$ cat config.mk
export PLATFORM = sky130hd
export DESIGN_NAME = char_lcd_nibble_write_sequencer
export DESIGN_NICKNAME = d
export VERILOG_FILES = /design/src/rtl/lcdseq_pkg.sv /design/src/rtl/char_lcd_nibble_write_sequencer.sv
export SDC_FILE = /design/constraint.sdc
export NUM_CORES = 1
export LEC_CHECK = 0
export BUFFER_PORTS_ARGS = -buffer_cell sky130_fd_sc_hd__buf_4
export CORE_UTILIZATION = 59
export CTS_BUF_LIST = sky130_fd_sc_hd__clkbuf_8
export DETAILED_ROUTE_END_ITERATION = 10
export PLACE_DENSITY = 0.86
export SYNTH_ARGS = -nofsm -noshare
export SYNTH_HDL_FRONTEND = slang
export SYNTH_SLANG_ARGS = --single-unit
$ cat constraint.sdc
create_clock -name clk -period 3.2 [get_ports clk]
set_input_delay 0.16 -clock clk [delete_from_list [all_inputs] [get_ports clk]]
set_output_delay 0.16 -clock clk [all_outputs]
set_load 0.05 [all_outputs]
$ cat src/rtl/lcdseq_pkg.sv
`timescale 1ns / 1ps

package lcdseq_pkg;

    localparam int unsigned HOLD_W = 16;
    localparam logic [HOLD_W-1:0] PULSE_HOLD_RESET = 16'd3600;

    // request kinds
    localparam logic [1:0] FUNC_CMD     = 2'd0;
    localparam logic [1:0] FUNC_DATA    = 2'd1;
    localparam logic [1:0] FUNC_CURSOR  = 2'd2;
    localparam logic [1:0] FUNC_STARTUP = 2'd3;

    // start-up program: bytes 0..4, extra wait after every byte but the first
    localparam logic [2:0] STARTUP_FIRST = 3'd0;
    localparam logic [2:0] STARTUP_LAST  = 3'd4;

    typedef struct packed {
        logic [1:0] func;
        logic [7:0] value;
        logic [1:0] row;
        logic [3:0] col;
    } lcdseq_in_t;

    typedef struct packed {
        logic       reg_select;
        logic [3:0] nibble;
        logic       enable;
        logic       wait_ms;
        logic       last;
    } lcdseq_out_t;

    // one control word per pin phase
    typedef struct packed {
        logic hi_sel;    // drive the high nibble of the byte register
        logic en;        // EN level
        logic byte_end;  // last phase of a byte: loop or finish
    } lcdseq_uop_t;

    function automatic lcdseq_uop_t ucode(input logic [1:0] pc);
        lcdseq_uop_t w;
        unique case (pc)
            2'd0:    w = '{hi_sel: 1'b1, en: 1'b1, byte_end: 1'b0};
            2'd1:    w = '{hi_sel: 1'b1, en: 1'b0, byte_end: 1'b0};
            2'd2:    w = '{hi_sel: 1'b0, en: 1'b1, byte_end: 1'b0};
            default: w = '{hi_sel: 1'b0, en: 1'b0, byte_end: 1'b1};
        endcase
        return w;
    endfunction

    function automatic logic [7:0] startup_byte(input logic [2:0] idx);
        logic [7:0] b;
        unique case (idx)
            3'd0:    b = 8'h02;
            3'd1:    b = 8'h28;
            3'd2:    b = 8'h0C;
            3'd3:    b = 8'h06;
            3'd4:    b = 8'h01;
            default: b = 8'h00;
        endcase
        return b;
    endfunction

    function automatic logic [7:0] row_base(input logic [1:0] row);
        logic [7:0] b;
        unique case (row)
            2'd0:    b = 8'h80;
            2'd1:    b = 8'hC0;
            2'd2:    b = 8'h90;
            default: b = 8'hD0;
        endcase
        return b;
    endfunction

endpackage

$ cat src/rtl/char_lcd_nibble_write_sequencer.sv
`timescale 1ns / 1ps

// Channel   Dir  Handshake          Payload
// in        in   in_valid/in_stall  lcdseq_in_t  (func, value, row, col)
// out       out  out_valid/out_stall lcdseq_out_t (reg_select, nibble, enable, wait_ms, last)
// cfg       in   cfg_valid/cfg_ready cfg_data: pulse_hold
//
// A byte request gives 4 pin phases, start-up gives 20; each phase is held by
// the hold counter, loaded from pulse_hold (also across requests), longer if
// out stalls. With the hold run out, the request, then its first phase, is registered.
// Reset leaves the sequencer idle and pulse_hold at 3600.
// in_stall is high while a request is being sequenced; the last phase may
// still sit in the output register while the next request is accepted.

module char_lcd_nibble_write_sequencer
    import lcdseq_pkg::*;
(
    input  logic               clk,
    input  logic               rst_n,
    input  logic               in_valid,
    output logic               in_stall,
    input  lcdseq_in_t         in_data,
    output logic               out_valid,
    input  logic               out_stall,
    output lcdseq_out_t        out_data,
    input  logic               cfg_valid,
    output logic               cfg_ready,
    input  logic [HOLD_W-1:0]  cfg_data
);

    logic              busy_reg,      busy_next;
    logic [1:0]        pc_reg,        pc_next;
    logic              init_reg,      init_next;
    logic [2:0]        idx_reg,       idx_next;
    logic [HOLD_W-1:0] hold_reg,      hold_next;
    logic [HOLD_W-1:0] pulse_hold_reg, pulse_hold_next;
    logic              out_valid_reg, out_valid_next;
    logic [7:0]        byte_reg,      byte_next;
    logic              rs_reg,        rs_next;
    lcdseq_out_t       out_reg,       out_next;

    lcdseq_uop_t uop;
    logic        in_take;
    logic        emit;
    logic        more_bytes;
    logic [2:0]  idx_inc;

    assign in_stall  = busy_reg;
    assign cfg_ready = 1'b1;
    assign out_valid = out_valid_reg;
    assign out_data  = out_reg;

    assign in_take    = in_valid && !busy_reg;
    assign uop        = ucode(pc_reg);
    assign more_bytes = init_reg && (idx_reg != STARTUP_LAST);
    assign idx_inc    = idx_reg + 3'd1;
    assign emit       = busy_reg && (hold_reg == '0) && (!out_valid_reg || !out_stall);

    always_comb
    begin
        busy_next       = busy_reg;
        pc_next         = pc_reg;
        init_next       = init_reg;
        idx_next        = idx_reg;
        hold_next       = hold_reg;
        pulse_hold_next = pulse_hold_reg;
        byte_next       = byte_reg;
        rs_next         = rs_reg;
        out_next        = out_reg;
        out_valid_next  = out_valid_reg && out_stall;

        if (cfg_valid)
        begin
            pulse_hold_next = cfg_data;
        end

        if (hold_reg != '0)
        begin
            hold_next = hold_reg - 1'b1;
        end

        if (in_take)
        begin
            busy_next = 1'b1;
            pc_next   = 2'd0;
            idx_next  = STARTUP_FIRST;
            init_next = (in_data.func == FUNC_STARTUP);
            rs_next   = (in_data.func == FUNC_DATA);
            unique case (in_data.func)
                FUNC_CURSOR:  byte_next = row_base(in_data.row) | {4'h0, in_data.col};
                FUNC_STARTUP: byte_next = startup_byte(STARTUP_FIRST);
                default:      byte_next = in_data.value;
            endcase
        end
        else if (emit)
        begin
            out_valid_next      = 1'b1;
            out_next.reg_select = rs_reg;
            out_next.nibble     = uop.hi_sel ? byte_reg[7:4] : byte_reg[3:0];
            out_next.enable     = uop.en;
            out_next.wait_ms    = uop.byte_end && init_reg && (idx_reg != STARTUP_FIRST);
            out_next.last       = uop.byte_end && !more_bytes;
            hold_next           = pulse_hold_reg - 1'b1;

            if (!uop.byte_end)
            begin
                pc_next = pc_reg + 2'd1;
            end
            else if (more_bytes)
            begin
                // conditional jump back to the first phase with the next byte
                pc_next   = 2'd0;
                idx_next  = idx_inc;
                byte_next = startup_byte(idx_inc);
            end
            else
            begin
                pc_next   = 2'd0;
                busy_next = 1'b0;
            end
        end
    end

    always_ff @(posedge clk or negedge rst_n)
    begin
        if (!rst_n)
        begin
            busy_reg       <= 1'b0;
            pc_reg         <= 2'd0;
            init_reg       <= 1'b0;
            idx_reg        <= STARTUP_FIRST;
            hold_reg       <= '0;
            pulse_hold_reg <= PULSE_HOLD_RESET;
            out_valid_reg  <= 1'b0;
        end
        else
        begin
            busy_reg       <= busy_next;
            pc_reg         <= pc_next;
            init_reg       <= init_next;
            idx_reg        <= idx_next;
            hold_reg       <= hold_next;
            pulse_hold_reg <= pulse_hold_next;
            out_valid_reg  <= out_valid_next;
        end
    end

    always_ff @(posedge clk)
    begin
        byte_reg <= byte_next;
        rs_reg   <= rs_next;
        out_reg  <= out_next;
    end

endmodule

==> results.txt, run 1 <==
- For the pin with the worst max-slew slack, the measured transition is 0.548 ns.
* Pre-CTS worst setup slack: 0.426 ns
* Post-route ant nets: 0
- Hold-fix buffers at CTS: 1
* Die ar.: about 5400 sq um
* Worst setup path end: byte_reg[2]$_DFFE_PP_
* Worst setup path startpoint: hold_reg[0]$_DFF_PN0_
* Synth Area in Adders: 5.38%
- Simple-gate share of the synthesized area: between 15 and 20%
* IO Count: 48
* Maximum fanout along the worst path: 17
- DRT iter0 DRCs: 150
- After routing, the total negative slack on setup checks comes to 0 ns.
- Worst-skew pair later-pin latency: between 0.3 and 0.4 ns
* Sequential fraction of design power: 51.3%
- Via count of the first global-routing pass: 2213
- The number of nets handed over by synthesis was 325.
- Number of instances in the synthesized netlist: about 280
- Number of max-cap violations: 0
* Clock Pin Slew Worst Setup and Hold Paths: approximately 0.060 ns
* Worst setup path category: reg2reg
* Number of port buffers: 46
- Synthesis-to-layout area growth: 19.1%
* Pin count of the biggest net entering global routing: 41
* Startpoint of the most critical register-to-register path: hold_reg[0]$_DFF_PN0_
* Hold Violations, Final: 0
* Sw frac: a little under a quarter
- At the worst endpoint, the required time is 3.21 ns.
* Outcome: complete, no violations
- Avg WL per Cell: between 15 and 20 microns
* R2R cell count: 8
- Global routing used 26.2% of the available tracks across all layers.
- Reg2Reg Capture Point: byte_reg[2]$_DFFE_PP_
- After floorplanning, the core was divided into 25 placement rows.
- Clock Skews: 0.00929 ns
- Kind of end point of the critical path: flip-flop
* Clock sink count: 57
- Fraction of power consumed by combinational cells: 8.7%
- Clock root buffer master: sky130_fd_sc_hd__clkbuf_8
* Max Clock Freq: ~360 MHz
* Unique cell type count in the Yosys netlist: 53
- The synthesized netlist devotes 6.38% of its cell area to XOR and XNOR gates.
- Die Wd: 73.6 microns
* Switching component of the power: 0.367 mW
- By area, the combinational part of the netlist is dominated by simple AND/OR/NAND/NOR gates.
- Initial core utilization: a little over three fifths
* PostCTS Resize Cnt: 0
- Async set or reset register ratio after synthesis: ~70%
* Post-CTS setup repair buffer count: 0
- Internal power comes to roughly 1.2 mW.
- The final critical path takes up 86.7% of the cycle.
- Number of cells on the worst hold path: 3
* EDFF count, synth: 17
- Fraction of the yosys area taken by sequential cells: about half
* Overall die height: 73.6 microns
* H-tree depth: 3
- TritonCTS clock tree: yes
* Post-detailed-route via-to-cell ratio: 5.68
* Total power per unit cell area: between 400 and 500 nW/um^2
- The number of clock buffers added by TritonCTS is 9.
- At the end of the flow, the number of nets in the layout was 374.
- Data arrival time at the worst-slack endpoint: 2.78 ns
- STA classifies the critical path startpoint as a flip-flop.
- Total inserted antenna cells: 0
- Final WL: between 6 and 7 mm
- The portion of synthesized area spent on multiplexers is between 7 and 8%.
- Fin. max-slew vios: 0
- Slowest cell on crit path: sky130_fd_sc_hd__or4b_2
- The total overflow left after global routing is 0.
- Setup violations remaining at the end of the flow were counted as 0.
- Number of register bits inferred by synthesis: 57
* Fin crit period: 2.77 ns
* Count of fill cells added during filler insertion: 360
- In this run, the clock network consumes 40.0% of the power.
* Global-route wire length before repair: 10.3 mm
* Post-Synthesis Mean Instance Area: 11.0 sq um
- Cells with a size suffix above 1 make up approximately 29% of the layout.
- Setup slack on the critical path of the routed design comes to about 0.43 ns.
* Drc violations: 0
* Worst-case vdd ir drop: 0.000403 V
- P_leak: 1.44 nW
- The first TritonRoute pass finished after 4 iterations.
- Overall via count from detail_route: 2250
- Core Footprint: 4820 sq um
- CP Cell Sequence: inv_1 -> ha_1 -> or4b_2 -> nor4_4 -> nand3_2 -> clkinv_2 -> nand4_4 -> nand2_1
- Routability-driven placement finished with a final weighted congestion of between 0.8 and 0.9.
* HPWL reported at the end of detailed placement: about 4.5 mm
- The Yosys step of the flow raised 0 warnings.
- Area fraction in compound gates after synthesis: around a tenth
- The min-delay analysis places its worst path in the category in2reg.
- Counting along the longest clock path gives a buffer depth of 2.
- For this run, the leading register cell type out of synthesis is sky130_fd_sc_hd__dfrtp_1.
- Cell area after synthesis: 3020 sq um
- Worst slew margin relative to its limit: 63.4%
- The largest single stage delay on the critical path is 0.67 ns.
- Setup repair after global routing left no endpoint under its margin.
- The initial antenna violation count is 0.
- Worst setup slack for register-to-register paths: ~0.43 ns
- Overall power of the completed layout: approximately 1.6 mW
==> critical path, delay by kind of cell (launching register included) <==
family	cells	cell delay [ns]
buffers and inverters	2	0.34
DFF	1	0.41
adders and majority gates	1	0.15
and+or+nand+nor	5	1.54
==> routing by layer <==
| metal | part of all wire, % | GRT usage, % | up-vias |
|---|---|---|---|
| li1 | - | - | 1094 |
| met5 | 0 | 0 | - |
| met2 | 50 | 44.3 | 47 |
| met4 | 2.2 | 11.5 | 0 |
| met1 | 43 | 30.6 | 1097 |
| met3 | 3.9 | 7.96 | 12 |
==> how the worst min path moves through the flow <==
stage | start | end | slack, ns
6_report | cfg_data[0] | pulse_hold_reg[0]$_DFFE_PN0P_ | 0.03
3_5_place_dp | rst_n | out_valid$_DFF_PN0_ | 0.16
2_1_floorplan | rst_n | hold_reg[0]$_DFF_PN0_ | -0.14
4_1_cts | cfg_data[0] | pulse_hold_reg[0]$_DFFE_PN0P_ | 0.02
5_1_grt | cfg_data[3] | pulse_hold_reg[3]$_DFFE_PN0P_ | 0.04
3_3_place_gp | rst_n | out_valid$_DFF_PN0_ | 0.16
==> power groups by stage <==
stage,Combinational [mW],Sequential [mW],Clock (mW)
3_3_place_gp,0.131,0.817,0
4_1_cts,0.137,0.805,0.638
6_report,0.137,0.806,0.628
3_5_place_dp,0.135,0.819,0
5_1_grt,0.152,0.809,0.669
2_1_floorplan,0.0783,0.811,0
==> logic make-up (layout without fill, tap and decap cells) <==
kind of cell               after synthesis  after routing
adders and majority gates               13             13
DFF                                     57             57
and+or+nand+nor                         85             85
other                                    1              1
AOI/OAI and AO/OA                       52             52
buffers and inverters                   24             78
xor gates and xnor gates                22             22
muxes                                   21             21
==> synth_stat cells, types with 2 or more instances <==
| library cell | instances | area [sq um] |
|---|---|---|
| sky130_fd_sc_hd__dfrtp_1 | 36 | 901 |
| sky130_fd_sc_hd__nand2_1 | 22 | 82.6 |
| sky130_fd_sc_hd__o21ai_0 | 21 | 105 |
| sky130_fd_sc_hd__mux2_2 | 18 | 203 |
| sky130_fd_sc_hd__nor2_1 | 18 | 67.6 |
| sky130_fd_sc_hd__edfxtp_1 | 17 | 510 |
| sky130_fd_sc_hd__xnor2_1 | 16 | 140 |
| sky130_fd_sc_hd__nor3_1 | 14 | 70.1 |
| sky130_fd_sc_hd__ha_1 | 13 | 163 |
| sky130_fd_sc_hd__inv_1 | 11 | 41.3 |
| sky130_fd_sc_hd__a21oi_1 | 9 | 45.0 |
| sky130_fd_sc_hd__a22oi_1 | 6 | 45.0 |
| sky130_fd_sc_hd__xor2_1 | 6 | 52.6 |
| sky130_fd_sc_hd__clkbuf_1 | 5 | 18.8 |
| sky130_fd_sc_hd__dfstp_2 | 4 | 105 |
| sky130_fd_sc_hd__nand3_1 | 4 | 20.0 |
| sky130_fd_sc_hd__nor4_1 | 4 | 25.0 |
| sky130_fd_sc_hd__or4_1 | 4 | 30.0 |
| sky130_fd_sc_hd__o211ai_1 | 3 | 22.5 |
| sky130_fd_sc_hd__o31ai_1 | 3 | 22.5 |
| sky130_fd_sc_hd__buf_2 | 2 | 10.0 |
| sky130_fd_sc_hd__buf_6 | 2 | 22.5 |
| sky130_fd_sc_hd__mux2i_1 | 2 | 20.0 |
| sky130_fd_sc_hd__nor2b_1 | 2 | 12.5 |
| sky130_fd_sc_hd__nor4b_1 | 2 | 17.5 |
| sky130_fd_sc_hd__o31a_1 | 2 | 17.5 |
| sky130_fd_sc_hd__or2_2 | 2 | 12.5 |
| sky130_fd_sc_hd__or4b_2 | 2 | 20.0 |
==> final cells by class <==
type	instances	area, sq um	area share [%]
multi-input cells	194	1390	38.7
clock inverters	7	61.3	1.70
repair buffers	49	370	10.3
flip-flops and latches	57	1520	42.1
inverters	13	50.0	1.39
well taps	67	83.8	2.33
clock buffers	9	124	3.44
==> cell usage in the layout, fill, tap and decap left out, drive strengths merged, types with 9 or more instances in the layout <==
master,instances
mux2,19
nand2,22
clkbuf,9
inv,11
dfrtp,36
edfxtp,17
a21oi,9
ha,13
buf,48
xnor2,16
nor2,18
nor3,14
o21ai,21
==> per-stage QoR <==
stage	util (%)	hold slack (ns)	instance area, sq um	instances
detailed placement	70.6	0.157	3400	379
floorplan	-	-0.136	3020	275
global placement	70.6	0.159	3400	379
CTS	74.7	0.0212	3600	396
finish	74.7	0.0273	3600	396
global route	74.7	0.0372	3600	396
(Power assumes the default switching activity.)
==> inputs of run 2 (changes only) <==
CORE_UTILIZATION = 40   (was 59)
MAX_ROUTING_LAYER = met4   (was unset)
PLACE_DENSITY = 0.63   (was 0.86)
==> run 2 against run 1 <==
Net effect: clock power grew 29%; clock-buffer cell count is the same; largest power group is now clock; highest routed layer unchanged; global-route usage shrank 8.2 points; critical endpoint is now byte_reg[7]$_SDFFCE_PN0P_.
==> results.txt, run 2 (synthesis gave the netlist of run 1 again) <==
* TritonCTS clock tree: yes (unchanged)
* Final net count: 375 (was 374)
* Fin crit period: 2.73 ns (was 2.77 ns)
- Hold Violations, Final: 0 (unchanged)
- The row count is 31 (was 25).
- Initial core utilization: 41.4% (was 62.7%)
- The clock-pin slew on the worst setup and hold paths is 0.07 ns (was 0.06 ns).
- The number of top-level pins was 48 (unchanged).
* DRT iter0 DRCs: 116 (was 150)
* Core Footprint: 7290 sq um (was 4820 sq um)
* Peak per-stage delay on the critical path: 0.66 ns (was 0.67 ns)
* Max Clock Freq: 366 MHz (was 361 MHz)
* Worst setup path category: reg2reg (unchanged)
* Overflow left after global routing: 0 (unchanged)
- The wire length of the first global-routing pass is 10.2 mm (was 10.3 mm).
- Worst setup path startpoint: hold_reg[0]$_DFF_PN0_ (unchanged)
- The antenna violation net count after detailed routing came to 0 (unchanged).
- R2R cell count: 8 (unchanged)
* Die ar.: 7910 sq um (was 5410 sq um)
* Startpoint of the most critical register-to-register path: hold_reg[0]$_DFF_PN0_ (unchanged)
- The startpoint kind of the worst setup timing path is a flip-flop (unchanged).
- Highest-count cells in the layout ignoring fill and taps: 49 x sky130_fd_sc_hd__buf_4, 36 x sky130_fd_sc_hd__dfrtp_1, 22 x sky130_fd_sc_hd__nand2_1 (was 48 x sky130_fd_sc_hd__buf_4, 36 x sky130_fd_sc_hd__dfrtp_1, 22 x sky130_fd_sc_hd__nand2_1).
- The H-tree level count is 3 (unchanged).
- The setup violation total in the final timing report was 0 (unchanged).
- The post-CTS setup buffer count came to 0 (unchanged).
* Number of cells on the worst hold path: 3 (unchanged)
* Number of port buffers: 46 (unchanged)
- The fraction of final layout cells with drive strength greater than 1 was 29.4% (was 28.9%).
* Slowest cell on crit path: sky130_fd_sc_hd__or4b_2 (unchanged)
- Number of detailed-route iterations in the first pass: 4 (unchanged)
- Final WL: 6.03 mm (was 6.06 mm)
- Avg WL per Cell: 14.1 microns (was 15.3 microns)
* Reg2Reg Capture Point: byte_reg[7]$_SDFFCE_PN0P_ (was byte_reg[2]$_DFFE_PP_)
- Pin count of the biggest net entering global routing: 41 (unchanged)
- Maximum fanout along the worst path: 17 (unchanged)
- CP Cell Sequence: inv_1 -> ha_1 -> or4b_2 -> nor4_4 -> nand3_2 -> clkinv_2 -> nand4_4 -> nand2_1 (unchanged)
- The net switching power figure came to 0.383 mW (was 0.367 mW).
- Unrepaired setup endpoints after global routing: false (unchanged)
* Power share of the clock group: 46.2% (was 40.0%)
- Worst setup slack for register-to-register paths: 0.47 ns (was 0.43 ns)
- Most common cell after layout, fill and taps aside: sky130_fd_sc_hd__buf_4 (unchanged)
- The share of power burned in registers is 46.1% (was 51.3%).
* Design internal power: 1.36 mW (was 1.20 mW)
* Cts bufs inserted: 9 (unchanged)
* Total power per unit cell area: 473 nW/um^2 (was 436 nW/um^2)
* Cell class contributing the biggest share of worst-path delay: simple AND/OR/NAND/NOR gates (unchanged)
- The width of the chip is 88.9 microns (was 73.6 microns).
- Overall power of the completed layout: 1.75 mW (was 1.57 mW)
- Path category of the worst min-delay check: in2reg (unchanged)
- Outcome: complete, no violations (unchanged).
- The part of the cycle the worst path needs is 85.3% (was 86.7%).
- The worst vdd rail ir drop was 0.000339 V (was 0.000403 V).
* WP buf/inv: 2 (unchanged)
- Overall die height: 88.9 microns (was 73.6 microns)
- The maximum buffer depth of the clock tree was 2 (unchanged).
* Via count of the first global-routing pass: 2157 (was 2213)
- Clock Skews: 0.00770 ns (was 0.00929 ns)
- Total inserted antenna cells: 0 (unchanged)
* HPWL reported at the end of detailed placement: 4.34 mm (was 4.48 mm)
* Sw frac: 21.9% (was 23.4%)
* Worst setup path end: byte_reg[7]$_SDFFCE_PN0P_ (was byte_reg[2]$_DFFE_PP_)
- The overall routing resource usage came to 18.0% (was 26.2%).
- Kind of end point of the critical path: flip-flop (unchanged)
* Drc violations: 0 (unchanged)
- The number of logic stages on the critical path including buffering is 8 (unchanged).
- P_leak: 1.47 nW (was 1.44 nW)
* Area used by multi-input combinational logic: 1390 sq um (unchanged)
* Critical path data required time: 3.21 ns (about the same)
- Count of fill cells added during filler insertion: 689 (was 360)
- The final number of max-transition violations was 0 (unchanged).
- Overall via count from detail_route: 2200 (was 2250)
* Transition at the pin with the smallest max-transition slack: 0.528 ns (was 0.548 ns)
* Data arrival time at the worst-slack endpoint: 2.73 ns (was 2.78 ns)
- The area overhead of the layout relative to synthesis was 22.3% (was 19.1%).
- The worst hold slack came to 0.0321 ns (was 0.0273 ns).
- Clock sink count: 57 (unchanged)
- The max-slew headroom at the worst pin came to 64.5% (was 63.4%).
- The combinational cell fraction of total power came to 7.7% (was 8.7%).
- Routability congestion estimate: 0.822 (was 0.862)
- The mean number of vias per cell was 5.13 (was 5.68).
* Number of max-cap violations: 0 (unchanged)
- The cell chosen for the clock root is sky130_fd_sc_hd__clkbuf_8 (unchanged).
* Register area: 1520 sq um (unchanged)
* Number of antenna violations at the first check in global routing: 0 (unchanged)
- The setup total negative slack is 0 ns (unchanged).
- Worst-skew pair later-pin latency: 0.33 ns (was 0.34 ns)
run 2: changes by cell type in the layout (fill, tap and decap cells not counted):
| cell | before | now |
|---|---|---|
| sky130_fd_sc_hd__bufinv_16 | 1 | 3 |
| sky130_fd_sc_hd__clkinv_1 | 4 | 2 |
| sky130_fd_sc_hd__buf_4 | 48 | 49 |
| sky130_fd_sc_hd__clkinvlp_4 | 2 | 1 |
| sky130_fd_sc_hd__inv_1 | 11 | 12 |
run 2: worst min-delay path by stage:
stage / start / end
floorplan: rst_n / hold_reg[0]$_DFF_PN0_
global placement: rst_n / hold_reg[14]$_DFF_PN0_
detailed placement: rst_n / hold_reg[14]$_DFF_PN0_
CTS: cfg_data[0] / pulse_hold_reg[0]$_DFFE_PN0P_
global route: cfg_data[0] / pulse_hold_reg[0]$_DFFE_PN0P_
finish: cfg_data[0] / pulse_hold_reg[0]$_DFFE_PN0P_
run 2: power groups by stage:
stage | combinational [mW] | sequential, mW | clock [mW]
6_report | 0.134 | 0.806 | 0.807
2_1_floorplan | 0.0783 | 0.811 | 0
5_1_grt | 0.151 | 0.810 | 0.857
3_3_place_gp | 0.132 | 0.818 | 0
4_1_cts | 0.136 | 0.805 | 0.821
3_5_place_dp | 0.135 | 0.820 | 0
run 2: area by class of cell:
class	count	area share, %
clock buffer	9	3.35
clock inverter	7	2.98
inverter	13	1.35
multi-input combinational	194	37.7
sequential	57	41.0
tap	99	3.35
timing repair buffer	50	10.2
run 2: timing repair:
item,in CTS,in global routing
endpoints found under the hold margin,36,0
hold buffers,1,0
gates resized for setup,0,0
run 2: worst register-to-register path: stages (launching register included):
cell                       delay (ns)
sky130_fd_sc_hd__dfrtp_1         0.41
sky130_fd_sc_hd__inv_1           0.09
sky130_fd_sc_hd__ha_1            0.14
sky130_fd_sc_hd__or4b_2          0.66
sky130_fd_sc_hd__nor4_4          0.29
sky130_fd_sc_hd__nand3_2         0.12
sky130_fd_sc_hd__clkinv_2        0.23
sky130_fd_sc_hd__nand4_4         0.17
sky130_fd_sc_hd__nand2_1         0.30
run 2: metrics by stage:
stage / instance area (sq um) / instances / setup WS (ns) / utilization [%]
floorplan: 3020 / 275 / 0.446 / -
global placement: 3450 / 412 / 0.521 / 47.3
detailed placement: 3450 / 412 / 0.446 / 47.3
CTS: 3690 / 429 / 0.438 / 50.7
global route: 3690 / 429 / 0.328 / 50.7
finish: 3690 / 429 / 0.471 / 50.7
run 2: layer usage:
metal	track usage (%)	up-vias	wire, microns	share of wire [%]
li1	-	1091	-	-
met1	24.3	1055	3030	50
met2	26.2	45	2710	45
met3	4.71	9	196	3.3
met4	6.30	0	94	1.6
met5	-	-	0	0
==> inputs of run 3 (changes only) <==
BUFFER_PORTS_ARGS = unset   (was -buffer_cell sky130_fd_sc_hd__buf_4)
DONT_BUFFER_PORTS = 1   (was unset)
PLACE_DENSITY = 0.57   (was 0.63)
==> run 3 against run 2 <==
Net effect: first-iteration DRC count fell by 32%; register-to-register slack barely moved; utilization fell by 2.2 points; clock-buffer cell count did not move; sequential power barely moved; clock power fell by 22%; critical path type unchanged.
==> results.txt, run 3 (synthesis gave the netlist of run 1 again) <==
- Outcome: complete, no violations (unchanged)
* Overall die height: 88.9 microns (unchanged)
- The worst vdd rail ir drop was 0.000229 V (was 0.000339 V).
- The initial antenna violation count was 0 (unchanged).
- P_leak: 1.33 nW (was 1.47 nW)
- Synthesis-to-layout area growth: 16.9% (was 22.3%)
- HPWL reported at the end of detailed placement: 4.15 mm (was 4.34 mm)
- Data arrival time at the worst-slack endpoint: 2.74 ns (was 2.73 ns)
- The placed cell count is 367 (was 412).
- The worst hold slack was 0.0185 ns (was 0.0321 ns).
- The starting utilization of the core area came to 41.4% (unchanged).
- The cell type group with the largest total delay on the critical path is simple AND/OR/NAND/NOR gates (unchanged).
- The core outline area came to 7290 sq um (unchanged).
- Non-Filler Instances: 406 (was 429)
- The pre-CTS worst setup slack came to 0.427 ns (was 0.446 ns).
* Fin. max-slew vios: 0 (unchanged)
- Overflow left after global routing: 0 (unchanged)
- Setup WS post-layout: 0.456 ns (was 0.471 ns)
- The internal power is 1.19 mW (was 1.36 mW).
* Final period util: 85.8% (was 85.3%)
- Post-CTS setup repair buffer count: 0 (unchanged)
* Setup tns final: 0 ns (unchanged)
- The number of clock sinks came to 57 (unchanged).
- Number of port buffers: 0 (was 46)
- Most common cell after layout, fill and taps aside: sky130_fd_sc_hd__dfrtp_1 (was sky130_fd_sc_hd__buf_4)
- The die area was 7910 sq um (unchanged).
* Final net count: 352 (was 375)
- DRT iter0 DRCs: 79 (was 116)
* Register area: 1520 sq um (unchanged)
* Avg WL per Cell: 14.6 microns (was 14.1 microns)
- Post-layout instance area: 3530 sq um (was 3690 sq um)
- IO Count: 48 (unchanged)
* Count of fill cells added during filler insertion: 710 (was 689)
* Clock Skews: 0.00650 ns (was 0.00770 ns)
- H-tree depth: 3 (unchanged)
- CP Cell Sequence: inv_1 -> ha_1 -> or4b_2 -> nor4_4 -> nand3_2 -> clkinv_2 -> nand4_4 -> nand2_1 (unchanged)
- Fraction of final layout cells sized beyond drive strength 1: 16.6% (was 29.4%)
- The utilization after layout is 48.4% (was 50.7%).
- Gr usage total: 17.8% (was 18.0%)
- Routability congestion estimate: 0.848 (was 0.822)
* WP buf/inv: 2 (unchanged)
- The startpoint kind of the worst setup timing path is a flip-flop (unchanged).
- Sw frac: 23.4% (was 21.9%)
- Max Clock Freq: 364 MHz (was 366 MHz)
- The clock-pin slew on the worst setup and hold paths is 0.06 ns (was 0.07 ns).
- Peak per-stage delay on the critical path: 0.67 ns (was 0.66 ns)
- Number of detailed-route iterations in the first pass: 4 (unchanged)
- Maximum fanout along the worst path: 17 (unchanged)
* Slowest cell on crit path: sky130_fd_sc_hd__or4b_2 (unchanged)
- The type of the worst min-delay path is in2reg (unchanged).
- CTS max path bufs: 2 (unchanged)
- The required time at the worst-slack endpoint was 3.20 ns (was 3.21 ns).
* Drc violations: 0 (unchanged)
- Clock root buffer master: sky130_fd_sc_hd__clkbuf_8 (unchanged)
- Worst setup path category: reg2reg (unchanged)
- Unrepaired setup endpoints after global routing: false (unchanged).
* Switching component of the power: 0.364 mW (was 0.383 mW)
* Via count of the first global-routing pass: 2114 (was 2157)
- Cts bufs inserted: 9 (unchanged)
* Kind of end point of the critical path: flip-flop (unchanged)
- The mean number of vias per cell came to 5.18 (was 5.13).
- Worst-skew pair later-pin latency: 0.33 ns (about the same)
* Global-route wire length before repair: 10.1 mm (was 10.2 mm)
- Final WL: 5.95 mm (was 6.03 mm)
* Overall via count from detail_route: 2105 (was 2200)
- TritonCTS clock tree: yes (unchanged)
- The setup violation total in the final timing report is 0 (unchanged).
- PostCTS Resize Cnt: 0 (unchanged)
* Number of max-cap violations: 0 (unchanged)
- Fraction of power consumed by combinational cells: 8.0% (was 7.7%)
- Power share of the clock group: 40.3% (was 46.2%)
- Highest-count cells in the layout ignoring fill and taps: 36 x sky130_fd_sc_hd__dfrtp_1, 22 x sky130_fd_sc_hd__nand2_1, 22 x sky130_fd_sc_hd__dlygate4sd3_1 (was 49 x sky130_fd_sc_hd__buf_4, 36 x sky130_fd_sc_hd__dfrtp_1, 22 x sky130_fd_sc_hd__nand2_1)
- Total power per unit cell area: 440 nW/um^2 (was 473 nW/um^2)
- Sequential fraction of design power: 51.7% (was 46.1%)
- The combined area of the multi-input logic cells came to 1390 sq um (unchanged).
* Die Wd: 88.9 microns (unchanged)
- Post-route ant nets: 0 (unchanged)
- Placed Area: 3110 sq um (was 3450 sq um)
- Fin crit period: 2.74 ns (was 2.73 ns)
- The total power was 1.55 mW (was 1.75 mW).
* Worst slew margin relative to its limit: 52.3% (was 64.5%)
- The pin count of the biggest net entering global routing came to 41 (unchanged).
* Std cell rows: 31 (unchanged)
* Hold Violations, Final: 0 (unchanged)
* Transition at the pin with the smallest max-transition slack: 0.714 ns (was 0.528 ns)
- Total inserted antenna cells: 0 (unchanged)
## run 3: cell type report
class                      count  share of cell area (%)
sequential                    57                    42.9
multi-input combinational    194                    39.4
timing repair buffer          27                    7.65
clock buffer                   9                    3.51
tap                           99                    3.51
clock inverter                 7                    1.56
inverter                      13                    1.42
## run 3: power by group through the flow
| stage | logic, mW | clock network [mW] | registers, mW |
|---|---|---|---|
| after floorplan | 0.0783 | 0 | 0.811 |
| after global placement | 0.0858 | 0 | 0.818 |
| after detailed placement | 0.0878 | 0 | 0.819 |
| after CTS | 0.124 | 0.639 | 0.805 |
| after global routing | 0.139 | 0.677 | 0.809 |
| final | 0.124 | 0.626 | 0.805 |
## run 3: worst paths after layout
| check | startpoint | to | slack, ns | cells past startpoint |
|---|---|---|---|---|
| min in group asynchronous | rst_n | hold_reg[13]$_DFF_PN0_ | 0.28 | 2 |
| max reg2reg | hold_reg[0]$_DFF_PN0_ | byte_reg[4]$_SDFFCE_PN0P_ | 0.46 | 8 |
| max | hold_reg[0]$_DFF_PN0_ | byte_reg[4]$_SDFFCE_PN0P_ | 0.46 | 8 |
| min reg2reg | rs_reg$_DFFE_PP_ | out_data[7]$_DFFE_PP_ | 0.44 | 0 |
| min | out_stall | out_valid$_DFF_PN0_ | 0.02 | 2 |
| max in group asynchronous | rst_n | pulse_hold_reg[4]$_DFFE_PN1P_ | 2.65 | 2 |
## run 3: metal layers
layer | GRT usage, % | up-vias | wire [microns]
li1 | - | 1040 | -
met5 | - | - | 0
met1 | 20.9 | 1021 | 2750
met3 | 4.16 | 7 | 173
met2 | 29.8 | 37 | 2970
met4 | 6.74 | 0 | 63
## run 3: what timing repair did
action                                 CTS  global route
endpoints found under the hold margin   58             1
hold buffers                            22             1
setup endpoints to repair                0             0
